<file path="src/rtl/rwwq_pkg.sv">
`timescale 1ns / 1ps
`default_nettype none
package rwwq_pkg;

  localparam int unsigned MAX_WAITERS_DEF = 16;
  localparam int unsigned MAX_RESULTS = 16;

  localparam logic [2:0] OP_ENQ = 3'd0;
  localparam logic [2:0] OP_REM = 3'd1;
  localparam logic [2:0] OP_WAKE = 3'd2;
  localparam logic [2:0] OP_PROM = 3'd3;
  localparam logic [2:0] OP_QRY = 3'd4;

  localparam logic [1:0] ST_OK = 2'd0;
  localparam logic [1:0] ST_TIMEOUT = 2'd1;
  localparam logic [1:0] ST_NOTFOUND = 2'd2;
  localparam logic [1:0] ST_FULL = 2'd3;

  typedef struct packed {
    logic [2:0] op;
    logic [7:0] handle;
    logic       is_reader;
    logic [7:0] cv_tag;
    logic       first_only;
  } in_t;

  typedef struct packed {
    logic       woke;
    logic [7:0] woken_handle;
    logic [1:0] status;
    logic       found;
    logic       queue_empty;
    logic       last;
  } out_t;

  // One table entry: handle, done, reader, tag.
  typedef struct packed {
    logic [7:0] handle;
    logic       done;
    logic       reader;
    logic [7:0] tag;
  } entry_t;

  typedef enum logic [2:0] {
    S_IDLE,
    S_READ,
    S_SCAN,
    S_SHIFT,
    S_DONE
  } state_t;

endpackage
`default_nettype wire

</file>
<file path="src/rtl/reader_writer_wait_queue_unit.sv">
`timescale 1ns / 1ps
`default_nettype none
// Reader/writer wait queue.
// An operation beat is taken when start is high and busy is low. The block
// holds up to MAX_WAITERS waiters in one synchronous memory and walks the
// table one entry per cycle with a read-modify-write sequencer.
// Each result beat is shown for one cycle with out_valid; out_fields.last
// marks the final beat of the operation. Wake may give several beats; a
// woken reader's beat goes out once the next woken reader is found or the
// scan ends, so the final beat can carry last.
// Enqueue, promote with tag zero, unused codes and any scan of an empty
// table go from acceptance straight to the done state. Remove, wake,
// promote and query first read the table and then scan it one entry at a
// time; a remove that closes a gap then moves each later entry down one
// place. busy falls in the cycle that shows the final beat, so the next
// operation can be taken at the edge that ends it.
// Reset clears the count and the sequencer; table contents need no clearing
// because entries at or above the count are never used.
// The receiver cannot stall: each beat is valid for exactly one cycle.
module reader_writer_wait_queue_unit #(
  parameter int unsigned MAX_WAITERS = rwwq_pkg::MAX_WAITERS_DEF
) (
  input  wire logic           clk,
  input  wire logic           rst_n,
  input  wire logic           start,
  output logic                busy,
  input  wire rwwq_pkg::in_t  in_fields,
  output logic                out_valid,
  output rwwq_pkg::out_t      out_fields
);

  localparam int unsigned AW = (MAX_WAITERS > 1) ? $clog2(MAX_WAITERS) : 1;
  localparam int unsigned CW = $clog2(MAX_WAITERS + 1);
  localparam int unsigned RW = $clog2(rwwq_pkg::MAX_RESULTS + 1);
  localparam logic [CW-1:0] MAXC = CW'(MAX_WAITERS);
  localparam logic [RW-1:0] MAXR = RW'(rwwq_pkg::MAX_RESULTS);

  rwwq_pkg::entry_t mem [MAX_WAITERS];
  rwwq_pkg::entry_t rdata_r;

  rwwq_pkg::state_t state_r, state_nxt;
  rwwq_pkg::in_t    req_r;
  logic [CW-1:0]    count_r, count_nxt;
  logic [CW-1:0]    idx_r, idx_nxt;
  logic [RW-1:0]    nres_r, nres_nxt;
  logic             typed_r, typed_nxt, kind_r, kind_nxt;
  logic             hit_r, hit_nxt;
  logic [1:0]       st_r, st_nxt;
  rwwq_pkg::out_t   hold_r, hold_nxt;

  logic             we;
  logic [AW-1:0]    waddr, raddr;
  rwwq_pkg::entry_t wdata;
  logic             ov;
  rwwq_pkg::out_t   of;

  // Memory: one write and one registered read per cycle.
  always_ff @(posedge clk) begin
    if (we) begin
      mem[waddr] <= wdata;
    end
    rdata_r <= mem[raddr];
  end

  // Control registers.
  always_ff @(posedge clk) begin
    if (!rst_n) begin
      state_r <= rwwq_pkg::S_IDLE;
      count_r <= '0;
    end else begin
      state_r <= state_nxt;
      count_r <= count_nxt;
    end
    if (start && !busy) begin
      req_r <= in_fields;
    end
    idx_r   <= idx_nxt;
    nres_r  <= nres_nxt;
    typed_r <= typed_nxt;
    kind_r  <= kind_nxt;
    hit_r   <= hit_nxt;
    st_r    <= st_nxt;
    hold_r  <= hold_nxt;
  end

  assign busy = (state_r != rwwq_pkg::S_IDLE);

  // Sequencer: next state and bookkeeping.
  always_comb begin
    logic eligible;
    logic at_end;
    state_nxt = state_r;
    count_nxt = count_r;
    idx_nxt   = idx_r;
    nres_nxt  = nres_r;
    typed_nxt = typed_r;
    kind_nxt  = kind_r;
    hit_nxt   = hit_r;
    st_nxt    = st_r;
    raddr     = idx_r[AW-1:0];
    eligible  = (rdata_r.tag == 8'd0) && !rdata_r.done &&
                (!typed_r || rdata_r.reader == kind_r);
    at_end    = (idx_r + CW'(1) >= count_r);
    unique case (state_r)
      rwwq_pkg::S_IDLE: begin
        idx_nxt   = '0;
        nres_nxt  = '0;
        typed_nxt = 1'b0;
        hit_nxt   = 1'b0;
        st_nxt    = rwwq_pkg::ST_OK;
        raddr     = '0;
        if (start) begin
          if (in_fields.op == rwwq_pkg::OP_ENQ) begin
            if (count_r < MAXC) begin
              count_nxt = count_r + CW'(1);
            end else begin
              st_nxt = rwwq_pkg::ST_FULL;
            end
            state_nxt = rwwq_pkg::S_DONE;
          end else if (in_fields.op == rwwq_pkg::OP_REM ||
                       in_fields.op == rwwq_pkg::OP_WAKE ||
                       in_fields.op == rwwq_pkg::OP_QRY ||
                       (in_fields.op == rwwq_pkg::OP_PROM && in_fields.cv_tag != 8'd0)) begin
            if (in_fields.op == rwwq_pkg::OP_REM) st_nxt = rwwq_pkg::ST_NOTFOUND;
            state_nxt = (count_r == '0) ? rwwq_pkg::S_DONE : rwwq_pkg::S_READ;
          end else begin
            state_nxt = rwwq_pkg::S_DONE;
          end
        end
      end
      rwwq_pkg::S_READ: begin
        // Read of idx_r is in flight.
        state_nxt = rwwq_pkg::S_SCAN;
      end
      rwwq_pkg::S_SCAN: begin
        // rdata_r holds entry idx_r; next read is idx_r + 1.
        raddr = AW'(idx_r + CW'(1));
        idx_nxt = idx_r + CW'(1);
        state_nxt = at_end ? rwwq_pkg::S_DONE : rwwq_pkg::S_SCAN;
        case (req_r.op)
          rwwq_pkg::OP_REM: begin
            if (rdata_r.handle == req_r.handle) begin
              st_nxt = rdata_r.done ? rwwq_pkg::ST_OK : rwwq_pkg::ST_TIMEOUT;
              count_nxt = count_r - CW'(1);
              state_nxt = at_end ? rwwq_pkg::S_DONE : rwwq_pkg::S_SHIFT;
            end
          end
          rwwq_pkg::OP_WAKE: begin
            if (eligible) begin
              typed_nxt = 1'b1;
              kind_nxt  = typed_r ? kind_r : rdata_r.reader;
              nres_nxt  = nres_r + RW'(1);
              if (!rdata_r.reader || nres_r + RW'(1) >= MAXR) begin
                state_nxt = rwwq_pkg::S_DONE;
              end
            end
          end
          rwwq_pkg::OP_PROM: begin
            if (rdata_r.tag == req_r.cv_tag && req_r.first_only) begin
              state_nxt = rwwq_pkg::S_DONE;
            end
          end
          rwwq_pkg::OP_QRY: begin
            if (rdata_r.tag == req_r.cv_tag) begin
              hit_nxt = 1'b1;
              state_nxt = rwwq_pkg::S_DONE;
            end
          end
          default: ;
        endcase
      end
      rwwq_pkg::S_SHIFT: begin
        // rdata_r holds entry idx_r; it moves down to idx_r - 1.
        raddr = AW'(idx_r + CW'(1));
        idx_nxt = idx_r + CW'(1);
        state_nxt = (idx_r + CW'(1) > count_r) ? rwwq_pkg::S_DONE : rwwq_pkg::S_SHIFT;
      end
      rwwq_pkg::S_DONE: begin
        state_nxt = rwwq_pkg::S_IDLE;
      end
      default: state_nxt = rwwq_pkg::S_IDLE;
    endcase
  end

  // Memory writes and result beats.
  always_comb begin
    logic eligible;
    we       = 1'b0;
    waddr    = idx_r[AW-1:0];
    wdata    = rdata_r;
    ov       = 1'b0;
    of       = '0;
    hold_nxt = hold_r;
    eligible = (rdata_r.tag == 8'd0) && !rdata_r.done &&
               (!typed_r || rdata_r.reader == kind_r);
    unique case (state_r)
      rwwq_pkg::S_IDLE: begin
        if (start && in_fields.op == rwwq_pkg::OP_ENQ && count_r < MAXC) begin
          we    = 1'b1;
          waddr = count_r[AW-1:0];
          wdata = '{handle: in_fields.handle, done: 1'b0,
                    reader: in_fields.is_reader, tag: in_fields.cv_tag};
        end
      end
      rwwq_pkg::S_SCAN: begin
        if (req_r.op == rwwq_pkg::OP_WAKE && eligible) begin
          we = 1'b1;
          wdata.done = 1'b1;
          // The held beat goes out now that another woken waiter follows it.
          ov = (nres_r != '0);
          of = hold_r;
          of.last = 1'b0;
          hold_nxt = '0;
          hold_nxt.woke = 1'b1;
          hold_nxt.woken_handle = rdata_r.handle;
          hold_nxt.status = rwwq_pkg::ST_OK;
          hold_nxt.queue_empty = (count_r == '0);
        end else if (req_r.op == rwwq_pkg::OP_PROM && rdata_r.tag == req_r.cv_tag) begin
          we = 1'b1;
          wdata.tag = 8'd0;
        end
      end
      rwwq_pkg::S_SHIFT: begin
        we    = 1'b1;
        waddr = AW'(idx_r - CW'(1));
      end
      rwwq_pkg::S_DONE: begin
        ov = 1'b1;
        if (req_r.op == rwwq_pkg::OP_WAKE && nres_r != '0) begin
          of = hold_r;
        end else begin
          of.status = (req_r.op == rwwq_pkg::OP_WAKE) ? rwwq_pkg::ST_NOTFOUND : st_r;
          of.found = (req_r.op == rwwq_pkg::OP_QRY) && hit_r;
          of.queue_empty = (count_r == '0);
        end
        of.last = 1'b1;
      end
      default: ;
    endcase
  end

  // Result register: one beat per cycle.
  logic           pend_r;
  rwwq_pkg::out_t pout_r;
  always_ff @(posedge clk) begin
    if (!rst_n) begin
      pend_r <= 1'b0;
    end else begin
      pend_r <= ov;
    end
    if (ov) begin
      pout_r <= of;
    end
  end

  always_comb begin
    out_valid  = pend_r;
    out_fields = pout_r;
  end

endmodule
`default_nettype wire
</file>
<file path="config.mk">
export PLATFORM = sky130hd
export DESIGN_NAME = reader_writer_wait_queue_unit
export DESIGN_NICKNAME = d
export VERILOG_FILES = /design/src/rtl/rwwq_pkg.sv /design/src/rtl/reader_writer_wait_queue_unit.sv
export SDC_FILE = /design/constraint.sdc
export NUM_CORES = 1
export LEC_CHECK = 0
export ABC_AREA = 1
export ABC_CLOCK_PERIOD_IN_PS = 2350
export BUFFER_PORTS_ARGS = -buffer_cell sky130_fd_sc_hd__buf_2
export CAP_MARGIN = 20
export CORE_ASPECT_RATIO = 1.5
export CORE_MARGIN = 3
export CORE_UTILIZATION = 35
export DETAILED_ROUTE_END_ITERATION = 10
export PLACE_DENSITY = 0.51
export SYNTH_ARGS = -nofsm -noshare
export SYNTH_HDL_FRONTEND = slang
export SYNTH_SLANG_ARGS = --single-unit
</file>
<file path="constraint.sdc">
create_clock -name clk -period 2.35 [get_ports clk]
set_input_delay 0.1175 -clock clk [delete_from_list [all_inputs] [get_ports clk]]
set_output_delay 0.1175 -clock clk [all_outputs]
set_load 0.02 [all_outputs]
</file>
After elaboration in Yosys (flattened, before gate mapping)
Memory sizes are Yosys's and may differ from the RTL's. A register that Yosys moved wholly into a read port is not among the register bits.
Cells that the tools add are included.
{"block": "op_classes", "order_cmp": 4, "bitwise_logic": 1, "n_mux": 63, "n_eq_ne": 24, "add_sub_neg": 5, "n_reduce_logical": 36}
{"cell": "$mux 3", "count": 12}
{"cell": "$mux 5", "count": 7}
{"cell": "$pmux 5 s2", "count": 3}
{"cell": "$pmux 14 s2", "count": 1}
{"cell": "$mux 8", "count": 3}
{"cell": "$pmux 3 s4", "count": 2}
{"cell": "$eq 3x2->1 const B", "count": 6}
{"cell": "$mux 18", "count": 1}
{"cell": "$eq 8x8->1", "count": 2}
{"cell": "$mux 2", "count": 8}
{"cell": "$ne 2x2->1 const B", "count": 8}
{"cell": "$pmux 4 s2", "count": 2}
{"cell": "$pmux 8 s2", "count": 1}
{"cell": "$add 5x1->5 const B", "count": 3}
{"cell": "$mux 14", "count": 1}
{"cell": "$mux 1", "count": 13}
{"cell": "$logic_and 1x1->1", "count": 11}
{"cell": "$eq 3x1->1 const B", "count": 3}
{"cell": "$eq 3x3->1 const B", "count": 3}
{"cell": "$mux 9", "count": 1}
{"cell": "$reduce_and 3->1", "count": 3}
{"cell": "$logic_not 8->1", "count": 1}
{"cell": "$mux 4", "count": 2}
{"cell": "$pmux 1 s2", "count": 4}
{"cell": "23 further kinds", "count": 32}
{"block": "totals", "elab_cells": 155, "n_memories": 1, "in_bits": 24, "regBits": 67, "output_inout_bits": 16, "mem_bits_rw": 288}
{"name": "mem", "depth": 16, "word_bits": 18, "read_ports": 1, "rd_clocked_by_memory_dff": 1, "wr": 1, "line_no": "reader_writer_wait_queue_unit.sv:38", "text": "rwwq_pkg::entry_t mem [MAX_WAITERS];"}

Longest topological paths before layout
{"block": "logic_depth", "depth_word": 8, "mapped_depth": 17, "ltp_nobuf": 17}

Least setup slack after synthesis
Ideal clock, no wire load.
{"block": "synth_path", "path_type": "register to register", "from": "reg state_r[0]", "to": "mem mem[1][0] in the netlist's numbering, enable pin", "slack_ns": -0.275, "stages_incl_launch_ff": 11, "path_buffers": 0, "arrival_time_ns": 2.232, "setup_ns": 0.393, "period_less_slack_ns": 2.625, "required_ns": 1.957, "path_cell_list": "dfxtp_1 -> inv_1 -> nand3_2 -> nor2_1 -> inv_1 -> nand2_1 -> o21ai_0 -> a21o_1 -> nor2_1 -> inv_1 -> nor2_1"}
{"block": "synth_between", "elab_chain_len": 4, "elab_cells_between_ends": 7, "classes_between": "2 x eq/ne; 4 x mux; 1 x reduce/logical"}
{"element": "start, declared", "line_no": "reader_writer_wait_queue_unit.sv:41", "text": "rwwq_pkg::state_t state_r, state_nxt;"}
{"element": "start signal, assigned", "line_no": "reader_writer_wait_queue_unit.sv:68", "text": "state_r <= rwwq_pkg::S_IDLE;"}
{"element": "start signal, assigned", "line_no": "reader_writer_wait_queue_unit.sv:71", "text": "state_r <= state_nxt;"}
{"element": "$eq 3x2->1 or $logic_not 3->1 (tied branches)", "line_no": "reader_writer_wait_queue_unit.sv:196", "text": "unique case (state_r)"}
{"element": "$pmux 1 s3", "line_no": "reader_writer_wait_queue_unit.sv:196"}
{"element": "$mux 1", "line_no": "reader_writer_wait_queue_unit.sv:59", "text": "if (we) begin"}
{"element": "$mux 1 (not written as such)", "line_no": "reader_writer_wait_queue_unit.sv:60", "text": "mem[waddr] <= wdata;"}
{"element": "end, declared", "line_no": "reader_writer_wait_queue_unit.sv:38"}
Several ways; a longest one is shown, not always the timed one.

Final worst setup path
{"block": "layout_path", "from": "reg idx_r[0]", "to": "reg rdata_r[12] (netlist name)"}
{"block": "layout_between", "elab_chain_len": 2}
{"element": "start, declared", "line_no": "reader_writer_wait_queue_unit.sv:44", "text": "logic [CW-1:0] idx_r, idx_nxt;"}
{"element": "start signal, assigned", "line_no": "reader_writer_wait_queue_unit.sv:77", "text": "idx_r <= idx_nxt;"}
{"element": "$add 5x1->5"}
{"element": "$pmux 4 s2 (*)", "line_no": "reader_writer_wait_queue_unit.sv:104", "text": "unique case (state_r)"}
Mark *: on every way between the ends. The rest lies on a longest branch, timed or not.
A chain may end at the register's enable or synchronous reset.

==> impl_results.md <==
* Status: finished, final reports clean
* Peak supply drop at 475.7 uV
* Post-Syn Nets at 1370
* # rows at 93
* Synth Flop Type: edfxtp_1
* Synthesis Warnings at 0
* Clock buffer depth at 3
* Io pins at 40
* Clock sinks at 373
* Hold WC Path Type: input port to register
* Die ar. at 0.04699 sq mm
* Placer Congestion at 0.8352
* TritonCTS buffer count at 35
* Global-route wire length before repair at 61.99 mm
* Initial drt markers at 680
* Hpwl dp at 27.15 mm
* GRT Total Usage at 17.13%
* Most frequent cells after synthesis: edfxtp_1 (346), nor2_1 (275), nand2_1 (143), o21ai_0 (108), inv_1 (76)
* Clock skew at 0.02022 ns
* Drt first pass iters at 7
* DIE HEIGHT at 264.0 microns
* DR vias at 10.49k
* Pwr Density at 1063 mW/mm^2
* Grt total ovfl at 0
* Hold Vio Cnt, Final at 0
* Placed insts at 1990
* CTS HTree Levels at 2
* Vias in the first global route at 10.58k
* RSZ-0062 raised after global routing: yes
* Buf/Inv on CP at 5
* Seq cells post-synth at 373
* Synth area leaders: edfxtp_1 (67%), nor2_1 (6.6%), o211ai_1 (3.6%), dfxtp_1 (3.5%), o21ai_0 (3.5%)
* Pwr Total at 20460 uW
* # DRC at 0
* CP Capture Type: register
* Critical Path Most Common Cell: buf_12
* Leading area contributor after synthesis: edfxtp_1
* Mapped Cells at 1333
* Post-Syn Area per Cell at 11.65 sq um
* Max_slew headroom at 50.29%
* Final WS setup at 0.05426 ns
* Largest delay contributor family on the critical path: buffers and inverters
* Area added between synthesis and finish at 23.91%
* Crit path kind: register to register
* Slowest cell on the critical path: edfxtp_1
* Post-synth EDFFs at 346
* Antenna Nets Post-Route at 0
* Unique masters post-synth at 41
* Period utilization at 97.69%
* Time the worst path needs with I/O delays and setup at 2.296 ns
* Setup Viol. Count Final at 0
* Crit-path cells: buf_6 -> inv_2 -> ha_4 -> inv_1 -> nor2_4 -> a21oi_4 -> buf_12 -> buf_12 -> nor2_1 -> o21ai_0 -> o211ai_1 -> nand3_1 -> nand2_1
* Final net count at 1532
* Post-Syn Area at 0.01553 sq mm
* Fin cells at 2090
* Reg clk slew, reported paths at 0.07 ns
* Critical Path RT at 2.74 ns
* CTS root buf: clkbuf_16
* Setup TNS at 0 ns
* Post-synth top area share at 66.89%
* Routed WL per cell at 19.74 microns
* Initial Util at 35.79%
* Most frequent cell after synthesis: edfxtp_1
* Critical Path Max Stage Delay at 0.43 ns
* Max-cap viol count at 0
* PortBufs at 39
* Worst Hold Slack at 0.3184 ns
* CTS tree: yes
* Ant. Diodes at 0
* Layout cells sized above 1 at 18.55%
* Post-synth ARST share at 0%
* Register area share after synthesis at 70.37%
* Critical path fanouts, max at 22
* Vias per cell at 5.021
* Final wirelength at 41.25 mm
* Worst Path Arrival at 2.68 ns
* Initial antenna violation count at 0
* Die width at 178.0 microns
* Clk_lat worst skew at 0.53 ns
* Static Leak at 0.006947 uW
* Worst-Margin Slew at 0.7439 ns
* Max Fclk at 0.4356 GHz
* Final Max Slew Viols at 0
* Core Area at 0.04340 sq mm
* CP Launch Type: register
* Post-Place Worst Slack at -0.01764 ns
* Pin count of the biggest net entering global routing at 54
[worst paths after layout]
path / slack, ns / endpoint / start / cells past startpoint
max reg2reg: 0.05 / rdata_r[12]$_DFF_P_ / idx_r[0]$_SDFFCE_PP0N_ / 13
min reg2reg: 0.50 / hold_r[9]$_DFFE_PP_ / rdata_r[14]$_DFF_P_ / 0
min: 0.32 / req_r[0]$_DFFE_PP_ / in_fields[0] / 2
max: 0.05 / rdata_r[12]$_DFF_P_ / idx_r[0]$_SDFFCE_PP0N_ / 13
[state kept, by name, summed over array words and instances (netlist names)]
register,flops
out_fields,14
req_r,20
hold_r,9
mem,288
state_r,3
rdata_r,18
st_r,2
out_valid,1
count_r,5
hit_r,1
typed_r,1
idx_r,5
nres_r,5
kind_r,1
[layout by cell type (no fill, tap or decap), types with 4 or more instances in the layout]
cell type,Yosys,final
a21oi_1,17,16
a32oi_1,4,4
buf_12,0,26
buf_2,23,39
buf_4,3,71
buf_6,0,19
bufinv_16,0,5
clkbuf_1,29,7
clkbuf_16,0,40
clkinv_1,0,6
clkinv_2,0,6
dfxtp_1,27,27
dlygate4sd3_1,0,22
edfxtp_1,346,346
ha_1,12,8
inv_1,76,71
inv_2,7,11
nand2_1,143,134
nand2_2,2,10
nand3_1,59,55
nand3_2,1,5
nand4_1,4,4
nor2_1,275,249
nor2_2,1,14
nor2_4,0,13
nor3_1,12,10
o211ai_1,74,74
o21ai_0,108,105
o21ai_1,62,64
xnor2_1,12,11
[per-stage QoR]
step                      area (sq um)  util [%]
final                            19250     44.34
after global routing             19250     44.34
after CTS                        18780     43.28
after detailed placement         17350     39.97
after global placement           17350     39.97
after floorplan                  15550         -
[layout make-up]
cell class,count,area (sq um)
clock inverters,18,211.5
inverters,83,314.1
fillers,3933,24160
clock buffers,44,952.2
well taps,570,713.2
flip-flops and latches,373,10930
repair buffers,183,1815
multi-input cells,819,4309
[where the power goes]
part           internal (uW)  total [uW]  switching, uW
Clock                   3420        5820           2390
Combinational           1970        5710           3740
Sequential              8610        8940            326
Total                  14000       20500           6450
[per-layer routing]
| layer | global-route usage, % | routed length [microns] | vias up |
|---|---|---|---|
| met3 | 2.042 | 1345 | 76 |
| met4 | 6.735 | 1428 | 0 |
| met2 | 30.87 | 21530 | 221 |
| li1 | - | - | 5064 |
| met1 | 20.60 | 16940 | 5133 |
| met5 | 0 | 0 | - |
[timing repair]
action                                  CTS  global route
endpoints found under the setup margin   89           309
endpoints found under the hold margin    27             0
gates cloned                              0             5
setup buffers                             2             9
pin swaps                                 2            20
resized for setup                         7            71
hold buffers                             22             0
[cells by family after synthesis]
| kind of cell | after synthesis | share of synthesized area, % |
|---|---|---|
| xor gates and xnor gates | 16 | 0.9022 |
| AOI/OAI and AO/OA | 284 | 10.81 |
| and+or+nand+nor | 506 | 13.15 |
| adders and majority gates | 13 | 1.096 |
| buffers and inverters | 141 | 3.665 |
| DFF | 373 | 70.37 |
(Power assumes the default switching activity.)
